`src/rtl/lrar_pkg.sv`:
```
`timescale 1ns / 1ps

package lrar_pkg;

  // Lag buffer geometry
  localparam int unsigned LagLength = 17;
  localparam int unsigned PtrW      = 5;
  localparam int unsigned WordW     = 32;
  localparam int unsigned FracW     = 23;

  // Seed recurrence, lag pointer starts and rotate amounts
  localparam logic [WordW-1:0] SeedMult   = 32'd2891336453;
  localparam logic [PtrW-1:0]  LeadStart  = 5'd0;
  localparam logic [PtrW-1:0]  TrailStart = 5'(10 % LagLength);
  localparam logic [PtrW-1:0]  PtrLast    = 5'(LagLength - 1);
  localparam int unsigned      RotTrail   = 13;
  localparam int unsigned      RotLead    = 9;

  // Divider step count
  localparam int unsigned        DivSteps = WordW;
  localparam logic [PtrW-1:0]    DivLast  = 5'(DivSteps - 1);

  typedef enum logic [2:0] {
    ST_FILL,
    ST_IDLE,
    ST_READ,
    ST_DIV,
    ST_OUT
  } state_e;

  typedef struct packed {
    logic                   modulus_zero;
    logic [WordW-1:0]       remainder;
    logic [FracW-1:0]       unit_fraction;
    logic [WordW-1:0]       raw_bits;
  } result_t;

  // Rotate a word left by a constant amount
  function automatic logic [WordW-1:0] rotl(input logic [WordW-1:0] v,
                                            input int unsigned r);
    rotl = (v << r) | (v >> (WordW - r));
  endfunction

  // Step a lag pointer down with wrap
  function automatic logic [PtrW-1:0] step_down(input logic [PtrW-1:0] p);
    step_down = (p == '0) ? PtrLast : p - 5'd1;
  endfunction

endpackage

```
`src/rtl/lagged_rotate_add_random_unit.sv`:
```
`timescale 1ns / 1ps
// Each draw passes from the input transfer through the lag read and the 32-step restoring
// divider that forms the remainder, then is loaded into the output register.
// A new draw is taken only in the idle state, once the previous draw has been output-loaded.
// Reset: the seed clears to 0 and the lag memory is refilled from it, one word a cycle;
// a seed write starts the same refill. No input is taken meanwhile.
module lagged_rotate_add_random_unit (
  input  logic        clk_i,
  input  logic        rst_ni,
  // Seed register write
  input  logic        cfg_we_i,
  input  logic [31:0] cfg_wdata_i,
  // Draw requests
  input  logic        s_axis_tvalid,
  output logic        s_axis_tready,
  input  logic [31:0] s_axis_tdata,   // [31:0] modulus
  // Draw results
  output logic        m_axis_tvalid,
  input  logic        m_axis_tready,
  output logic [87:0] m_axis_tdata    // [31:0] raw_bits, [54:32] unit_fraction,
                                      // [86:55] remainder, [87] modulus_zero
);

  localparam int unsigned WordW = lrar_pkg::WordW;
  localparam int unsigned PtrW  = lrar_pkg::PtrW;

  lrar_pkg::state_e state_q, state_d;

  logic [WordW-1:0] seed_q;
  logic [PtrW-1:0]  fill_cnt_q;
  logic [PtrW-1:0]  lead_q;
  logic [PtrW-1:0]  trail_q;
  logic [PtrW-1:0]  div_cnt_q;
  logic [WordW-1:0] modulus_q;
  logic [WordW-1:0] word_q;
  logic [WordW-1:0] dividend_q;
  logic [WordW-1:0] rem_q;
  logic             out_valid_q;
  lrar_pkg::result_t out_q;

  // Lag memory and its registered read ports
  logic [WordW-1:0] lag_mem [lrar_pkg::LagLength];
  logic [WordW-1:0] rd_lead_q;
  logic [WordW-1:0] rd_trail_q;
  logic             mem_we;
  logic [PtrW-1:0]  mem_waddr;
  logic [WordW-1:0] mem_wdata;

  logic             in_xfer;
  logic             out_free;
  logic [WordW-1:0] seed_next;
  logic [WordW-1:0] draw_word;
  logic [WordW:0]   rem_shift;
  logic             rem_ge;
  logic [WordW-1:0] rem_next;

  assign in_xfer  = s_axis_tvalid && s_axis_tready;
  assign out_free = !out_valid_q || m_axis_tready;

  // Seed recurrence and draw word
  assign seed_next = 32'(seed_q * lrar_pkg::SeedMult + 32'd1);
  assign draw_word = 32'(lrar_pkg::rotl(rd_trail_q, lrar_pkg::RotTrail) +
                         lrar_pkg::rotl(rd_lead_q, lrar_pkg::RotLead));

  // One restoring divide step
  assign rem_shift = {rem_q, dividend_q[WordW-1]};
  assign rem_ge    = rem_shift >= {1'b0, modulus_q};
  assign rem_next  = rem_ge ? 32'(rem_shift - {1'b0, modulus_q}) : rem_shift[WordW-1:0];

  // Next state
  always_comb begin
    state_d = state_q;
    unique case (state_q)
      lrar_pkg::ST_FILL: if (fill_cnt_q == lrar_pkg::PtrLast) state_d = lrar_pkg::ST_IDLE;
      lrar_pkg::ST_IDLE: if (in_xfer) state_d = lrar_pkg::ST_READ;
      lrar_pkg::ST_READ: state_d = lrar_pkg::ST_DIV;
      lrar_pkg::ST_DIV:  if (div_cnt_q == lrar_pkg::DivLast) state_d = lrar_pkg::ST_OUT;
      lrar_pkg::ST_OUT:  if (out_free) state_d = lrar_pkg::ST_IDLE;
      default:           state_d = lrar_pkg::ST_FILL;
    endcase
    if (cfg_we_i) state_d = lrar_pkg::ST_FILL;
  end

  // State outputs
  always_comb begin
    s_axis_tready = 1'b0;
    mem_we        = 1'b0;
    mem_waddr     = lead_q;
    mem_wdata     = draw_word;
    unique case (state_q)
      lrar_pkg::ST_FILL: begin
        mem_we    = 1'b1;
        mem_waddr = fill_cnt_q;
        mem_wdata = seed_next;
      end
      lrar_pkg::ST_IDLE: s_axis_tready = 1'b1;
      lrar_pkg::ST_READ: mem_we = 1'b1;
      lrar_pkg::ST_DIV,
      lrar_pkg::ST_OUT:  ;
      default:           ;
    endcase
  end

  // Lag memory: one write port, two registered reads at the pointers
  always_ff @(posedge clk_i) begin
    if (mem_we) begin
      lag_mem[mem_waddr] <= mem_wdata;
    end
    rd_lead_q  <= lag_mem[lead_q];
    rd_trail_q <= lag_mem[trail_q];
  end

  // Control registers
  always_ff @(posedge clk_i or negedge rst_ni) begin
    if (!rst_ni) begin
      state_q     <= lrar_pkg::ST_FILL;
      seed_q      <= '0;
      fill_cnt_q  <= '0;
      lead_q      <= lrar_pkg::LeadStart;
      trail_q     <= lrar_pkg::TrailStart;
      div_cnt_q   <= '0;
      out_valid_q <= 1'b0;
    end else begin
      state_q <= state_d;
      if (cfg_we_i) begin
        // Restart the refill from the new seed
        seed_q     <= cfg_wdata_i;
        fill_cnt_q <= '0;
      end else if (state_q == lrar_pkg::ST_FILL) begin
        seed_q     <= seed_next;
        fill_cnt_q <= fill_cnt_q + 5'd1;
        if (fill_cnt_q == lrar_pkg::PtrLast) begin
          lead_q  <= lrar_pkg::LeadStart;
          trail_q <= lrar_pkg::TrailStart;
        end
      end
      if (state_q == lrar_pkg::ST_READ) begin
        // Advance both pointers after the word is written back
        lead_q    <= lrar_pkg::step_down(lead_q);
        trail_q   <= lrar_pkg::step_down(trail_q);
        div_cnt_q <= '0;
      end else if (state_q == lrar_pkg::ST_DIV) begin
        div_cnt_q <= div_cnt_q + 5'd1;
      end
      if (state_q == lrar_pkg::ST_OUT && out_free) begin
        out_valid_q <= 1'b1;
      end else if (m_axis_tready) begin
        out_valid_q <= 1'b0;
      end
    end
  end

  // Datapath registers
  always_ff @(posedge clk_i) begin
    if (in_xfer) begin
      modulus_q <= s_axis_tdata;
    end
    if (state_q == lrar_pkg::ST_READ) begin
      word_q     <= draw_word;
      dividend_q <= draw_word;
      rem_q      <= '0;
    end else if (state_q == lrar_pkg::ST_DIV) begin
      dividend_q <= dividend_q << 1;
      rem_q      <= rem_next;
    end
    if (state_q == lrar_pkg::ST_OUT && out_free) begin
      out_q.raw_bits      <= word_q;
      out_q.unit_fraction <= word_q[WordW-1 -: lrar_pkg::FracW];
      out_q.modulus_zero  <= (modulus_q == '0);
      out_q.remainder     <= (modulus_q == '0) ? '0 : rem_q;
    end
  end

  assign m_axis_tvalid = out_valid_q;
  assign m_axis_tdata  = out_q;

`ifndef SYNTH
  // Pointers keep their fixed distance of ten places around the ring
  a_ptr_gap: assert property (@(posedge clk_i) disable iff (!rst_ni)
    (state_q != lrar_pkg::ST_FILL) |->
      ((trail_q == lead_q + 5'd10) || (trail_q + 5'd7 == lead_q)))
    else $error("lag pointers lost their distance");

  // Pointers stay inside the lag ring
  a_ptr_range: assert property (@(posedge clk_i) disable iff (!rst_ni)
    (lead_q <= lrar_pkg::PtrLast) && (trail_q <= lrar_pkg::PtrLast))
    else $error("lag pointer out of range");

  // A result is loaded only when the divider has finished
  a_out_load: assert property (@(posedge clk_i) disable iff (!rst_ni)
    $rose(out_valid_q) |-> $past(state_q == lrar_pkg::ST_OUT))
    else $error("result loaded outside the output step");

  // A zero modulus always reports a zero remainder
  a_zero_rem: assert property (@(posedge clk_i) disable iff (!rst_ni)
    (out_valid_q && out_q.modulus_zero) |-> (out_q.remainder == '0))
    else $error("nonzero remainder with zero modulus");
`endif

endmodule

```
`config.mk`:
```
export PLATFORM = sky130hd
export DESIGN_NAME = lagged_rotate_add_random_unit
export DESIGN_NICKNAME = d
export VERILOG_FILES = /design/src/rtl/lrar_pkg.sv /design/src/rtl/lagged_rotate_add_random_unit.sv
export SDC_FILE = /design/constraint.sdc
export NUM_CORES = 2
export LEC_CHECK = 0
export BUFFER_PORTS_ARGS = -buffer_cell sky130_fd_sc_hd__clkbuf_2
export CAP_MARGIN = 25
export CORE_ASPECT_RATIO = 1.4
export CORE_MARGIN = 10
export CORE_UTILIZATION = 60
export DETAILED_ROUTE_END_ITERATION = 16
export PLACE_DENSITY = 0.77
export SYNTH_ARGS = -nofsm -noshare
export SYNTH_HDL_FRONTEND = slang
export SYNTH_SLANG_ARGS = --single-unit
```
`constraint.sdc`:
```
create_clock -name clk_i -period 7.5 [get_ports clk_i]
set_input_delay 1.125 -clock clk_i [delete_from_list [all_inputs] [get_ports clk_i]]
set_output_delay 1.125 -clock clk_i [all_outputs]
set_load 0.01 [all_outputs]
```
# [Yosys cells after proc, flatten, opt, wreduce, memory -nomap -nowiden]
# Memories as Yosys holds them, arrays and structs flattened. A register that Yosys moved wholly into a read port is not among the register bits.
# Index checks and enable logic that the tools add are counted.
[word_totals] regBits=272 out_inout_bits=90 inputBits=69 memories=1 wordCells=87 ram_bits=544
[op_classes] mul=1 n_bitwise=2 reduce_logical=16 mux=33 n_lt_le_gt_ge=1 eq_ne=11 add_sub_neg=7
[memory_table] name="lag_mem" words=17 width=32 rd=2 rd_ports_with_merged_regs=2 write_ports=1 line_no="lagged_rotate_add_random_unit.sv:42" rtl="logic [WordW-1:0] lag_mem [lrar_pkg::LagLength];"
[ops] cell="$mux 32" count=6
[ops] cell="$mux 5" count=15
[ops] cell="$ge 33x32->1" count=1
[ops] cell="$add 32x1->32 const B" count=1
[ops] cell="$add 32x32->32" count=1
[ops] cell="$logic_not 32->1" count=1
[ops] cell="$mul 32x32->32 const B" count=1
[ops] cell="$or 32x13->32" count=1
[ops] cell="$or 32x9->32" count=1
[ops] cell="$sub 32x32->32" count=1
[ops] cell="$mux 3" count=5
[ops] cell="$pmux 3 s5" count=1
[ops] cell="$ne 3x3->1 const B" count=4
[ops] cell="$add 5x1->5 const B" count=2
[ops] cell="$eq 5x5->1 const B" count=2
[ops] cell="$logic_not 5->1" count=2
[ops] cell="$reduce_bool 2->1" count=5
[ops] cell="$sub 5x1->5 const B" count=2
[ops] cell="$eq 3x2->1 const B" count=2
[ops] cell="$mux 1" count=6
[ops] cell="$reduce_and 4->1" count=1
[ops] cell="$eq 3x1->1 const B" count=1
[ops] cell="$eq 3x3->1 const B" count=1
[ops] cell="$logic_not 3->1" count=1
[ops] cell="other kinds (6)" count=7

# [Longest topological paths before layout]
[logic_depth] depth_word=6 mapped_depth=25

# [Worst setup path after synthesis]
# Ideal clock, no wire load.
[synth_timing] path_kind="reg-to-reg" start="register seed_q[12]" end="memory lag_mem[0][31], data pin" arrival_time_ns=6.063 setup_slack_ns=1.136 n_path_buf=1 period_less_slack_ns=6.364 required_ns=7.199 path_stages_with_launch=22 cell_sequence="dfrtp_1 -> inv_1 -> fa_1 -> fa_1 -> fa_1 -> inv_1 -> fa_1 -> fa_1 -> fa_1 -> inv_1 -> fa_1 -> inv_1 -> ha_1 -> clkbuf_1 -> nand3_1 -> nor2_1 -> and3_4 -> o41ai_4 -> o21bai_2 -> and4b_1 -> or3_1 -> a41o_1"
[synth_between] elab_chain_cells=3
[synth_rtl] element="start, declared" line_no="lagged_rotate_add_random_unit.sv:29" rtl="logic [WordW-1:0] seed_q;"
[synth_rtl] element="start signal, assigned" line_no="lagged_rotate_add_random_unit.sv:127" rtl="seed_q <= cfg_wdata_i;"
[synth_rtl] element="start signal, assigned" line_no="lagged_rotate_add_random_unit.sv:130" rtl="seed_q <= seed_next;"
[synth_rtl] element="$mul 32x32->32" line_no="lagged_rotate_add_random_unit.sv:61" rtl="assign seed_next = 32'(seed_q * lrar_pkg::SeedMult + 32'd1);"
[synth_rtl] element="$add 32x1->32" line_no="lagged_rotate_add_random_unit.sv:61"
[synth_rtl] element="$mux 32" line_no="lagged_rotate_add_random_unit.sv:90" rtl="unique case (state_q)"
[synth_rtl] element="via mem_wdata[31]" line_no="lagged_rotate_add_random_unit.sv:47" rtl="logic [WordW-1:0] mem_wdata;"
[synth_rtl] element="end, declared" line_no="lagged_rotate_add_random_unit.sv:42"
# The timed path passes the listed nets, and every way through them passes these cells.

# [Final worst setup path]
[layout_timing] start="register seed_q[12]" end="memory lag_mem[13][31], data pin"
# Same word-level chain as after synthesis.

==> qor.yml <==
run_status:
  run_status: "finished clean"
yosys:
  ys_async_sr_fraction: 0.06534
  synthesis.nets: 3678
  mappedNetlistArea_um2: 46950
  synth_cell_type_count: 88
  synthesis.area_per_instance_um2: 14.66
  postSynthRegisterBits: 857
  ys_seq_area_frac: 0.5217
  most_used_dff_post_synth: "edfxtp_1"
  synth_cells: 3202
  yosysWarningCount: 0
  synth_enable_flop_cells: 705
worst_setup_path:
  kind_of_start_point_of_the_critical_path: "flop"
  r2r.worst_path.cells: 21
  slowest_stage: "dfrtp_1"
  critical_path.most_common_cell: "fa_1"
  cp.arrival_ps: 7390
  critical-path-max-stage-delay_ps: 690
  setup.reg_to_reg.worst_slack_ps: 420
  endpoint_kind: "flop"
  crit_fanout: 17
  required_ps: 7810
  worst_reg2reg_path_startpoint: "seed_q[12]"
  critPathKind: "flop to flop"
  timing.critical_path.cells: "inv_1, fa_1, fa_1, fa_1, inv_1, fa_1, fa_1, fa_1, inv_1, fa_1, inv_1, ha_1, nand3_1, nor2_1, nand3_1, nand3_1, o41ai_4, o21bai_2, and4b_1, or3_1, a41o_1"
  reg2reg_to: "lag_mem[13][31]"
global_route:
  grt_use_total: 0.3004
  met3_global_route_usage: 0.05234
  global_route.overflow_total: 0
  grt.met2_usage: 0.5272
  number_of_global_route_vias_before_repair: 30620
  global_route.peak_usage_layer: "met2"
  gr-usage-met1: 0.3455
  grt_first_pass_wirelength_mm: 199.8
  grt_antenna_before_repair: 2
  grt_max_degree: 104
worst_hold_path:
  worst_hold_startpoint: "word_q[26]"
  hold_path_class: "flop to flop"
  whs_endpoint: "m_axis_tdata[49]"
  min_delay_path_depth: 0
finish:
  layout_filler_cell_count: 5224
  num-nets-final: 3823
  synthToLayoutAreaGrowth_pct: 10.79
  post_route_cells_drive_above_1_share: 0.2378
  instances_no_fill: 4460
  num_antenna_cells: 0
clock_network:
  clk_pin_slew_ps: 70
  numCtsBuffers: 81
  clock_path_buffers: 3
  post_cts_buffers: 0
  tritoncts: "done"
  clock_insertion_delay_worst_skew_ps: 670
  cts.sink_count: 857
  postCtsHoldBufs: 0
  cts.root.buffer_cell: "clkbuf_16"
  cts-htree-levels: 3
sta:
  holdWs_ps: 421.2
  worst_clock_skew_ps: 35.70
  final.setup.tns_ps: 0
  rsz0062_at_grt: "no"
  highest_achievable_clock_rate_mhz: 141.2
  layout_min_cycle_time_ps: 7080
  max-slew-margin-rel: 0.2849
  final-max-slew-violation-count: 0
  timing_hold_violations_final: 0
  tightest_slew_ps: 1073
  setup-violations-final: 0
  finalCritPeriodShare: 0.9440
die:
  placeableCoreArea_um2: 77670
  die_w_um: 256.4
  io_pins: 159
  die_area_um2: 90000
  floorplan.initialDensity: 0.6046
  fp.dieH_um: 351.0
  rows: 121
route:
  drt_pass1_iterations: 5
  drc: 0
  totalWireLength_mm: 134.0
  post_drt_via_cell_ratio: 6.541
  post_drt_wl_per_cell_um: 30.05
  vias: 29170
  detail_route.iter0.violations: 2797
  antenna_violation_net_count_after_detailed_routing: 0
place:
  gpl.final_weighted_congestion: 0.9285
  place.detailed.hpwl_mm: 89.16
  io_buffers: 158
  numPlacedInstances: 4303
flow_run:
  maxCapViolCount: 0
[placed cells by master (no fill, tap or decap), types with 13 or more instances in the layout]
cell,instances
edfxtp_1,705
inv_1,327
mux4_2,320
ha_1,264
nand2_1,182
clkbuf_2,158
fa_1,143
o21ai_0,119
dfxtp_1,96
a21oi_1,95
clkbuf_16,84
nor2_1,79
mux2_2,69
xnor2_1,68
buf_4,64
a21o_1,48
xor2_1,46
dfrtp_1,46
nor2b_1,41
nand3_1,35
nor3_1,28
o21a_1,21
mux2i_1,20
nand4_1,18
nor2_4,16
o31ai_1,14
o21ai_1,13
bufinv_16,13
[worst max-delay path: cells and delay by family (launching register included)]
family	cells	cell delay [ps]
adder cells (fa/ha/maj)	8	3780
AND/OR/NAND/NOR	6	1040
AO/OA/AOI/OAI	3	870
flip-flops	1	690
buffers and inverters	4	320
[synthesized netlist by cell type, drive strengths merged (7+ instances only)]
cell / instances / share of area
a2bb2oi: 7 / 0.0013
o21ai: 133 / 0.014
nor4: 10 / 0.0013
a211oi: 11 / 0.0018
o41ai: 7 / 0.0019
and2: 9 / 0.0012
nor2: 96 / 0.0077
xnor2: 68 / 0.013
nand3: 35 / 0.0037
o21a: 21 / 0.0034
mux2: 69 / 0.017
and3: 14 / 0.0020
mux4: 320 / 0.15
or3: 7 / 0.00096
dfxtp: 96 / 0.041
fa: 143 / 0.061
ha: 264 / 0.070
a31oi: 12 / 0.0016
nand2b: 12 / 0.0016
nand4: 18 / 0.0024
a21o: 50 / 0.0080
a21oi: 95 / 0.010
nand2: 183 / 0.015
nor2b: 41 / 0.0055
o21bai: 13 / 0.0022
inv: 328 / 0.026
clkbuf: 116 / 0.0097
dfrtp: 54 / 0.029
o31ai: 14 / 0.0022
nor3: 30 / 0.0032
o311ai: 11 / 0.0021
xor2: 46 / 0.0086
mux2i: 20 / 0.0043
a22o: 7 / 0.0013
buf: 54 / 0.0064
a2111oi: 9 / 0.0018
edfxtp: 705 / 0.45
[cells by family after synthesis]
group	Yosys count	synth area share
simple gates	475	0.04741
flops	857	0.5217
compound gates	442	0.06169
buf+inv	498	0.04232
fa+ha+maj	407	0.1313
xor+xnor	114	0.02126
mux	409	0.1743
[flip-flops by register name, indices dropped and copies added, names as in the netlist]
name,flops
div_cnt_q,5
state_q,3
rd_trail_q,32
m_axis_tdata,65
m_axis_tvalid,1
rem_q,32
word_q,32
dividend_q,32
modulus_q,32
rd_lead_q,32
seed_q,32
lag_mem,544
fill_cnt_q,5
trail_q,5
lead_q,5
[through the flow]
| step | utilization | instance area (um^2) | setup WS [ps] |
|---|---|---|---|
| 2_1_floorplan | - | 46950 | 1136 |
| 3_3_place_gp | 0.6302 | 48950 | 536.2 |
| 3_5_place_dp | 0.6311 | 49020 | 385.0 |
| 4_1_cts | 0.6686 | 51920 | 327.1 |
| 5_1_grt | 0.6698 | 52020 | 77.52 |
| 6_report | 0.6698 | 52020 | 420.3 |
[routing by layer]
metal  part of all wire  vias up
met5           0.000097        -
met4              0.062        2
met3              0.078      402
met2               0.52     1544
met1               0.34    14890
li1                   -    12330
[worst max-delay path by stage]
stage,from,to,slack [ps],depth (start not counted)
6_report,seed_q[12],lag_mem[13][31],420,21
5_1_grt,seed_q[8],lag_mem[13][31],80,24
4_1_cts,seed_q[2],lag_mem[12][30],330,20
3_5_place_dp,seed_q[2],lag_mem[8][30],380,20
3_3_place_gp,seed_q[15],lag_mem[10][31],540,21
2_1_floorplan,seed_q[12],lag_mem[0][31],1140,21
[layout make-up]
type | instances | area (um^2) | area share
clock buffer | 95 | 2203 | 0.04236
clock inverter | 56 | 701.9 | 0.01349
inverter | 328 | 1231 | 0.02367
multi-input combinational | 1847 | 20610 | 0.3962
sequential | 857 | 24520 | 0.4713
tap | 1045 | 1308 | 0.02513
timing repair buffer | 232 | 1448 | 0.02783
[what timing repair did]
action | CTS | global route
endpoints found under the setup margin | 0 | 17
gates resized for setup | 0 | 1
endpoints found under the hold margin | 0 | 0
Power is left out: the tool's default activity adds up to more than one toggle a clock period on the data nets, which glitch-free logic cannot reach.
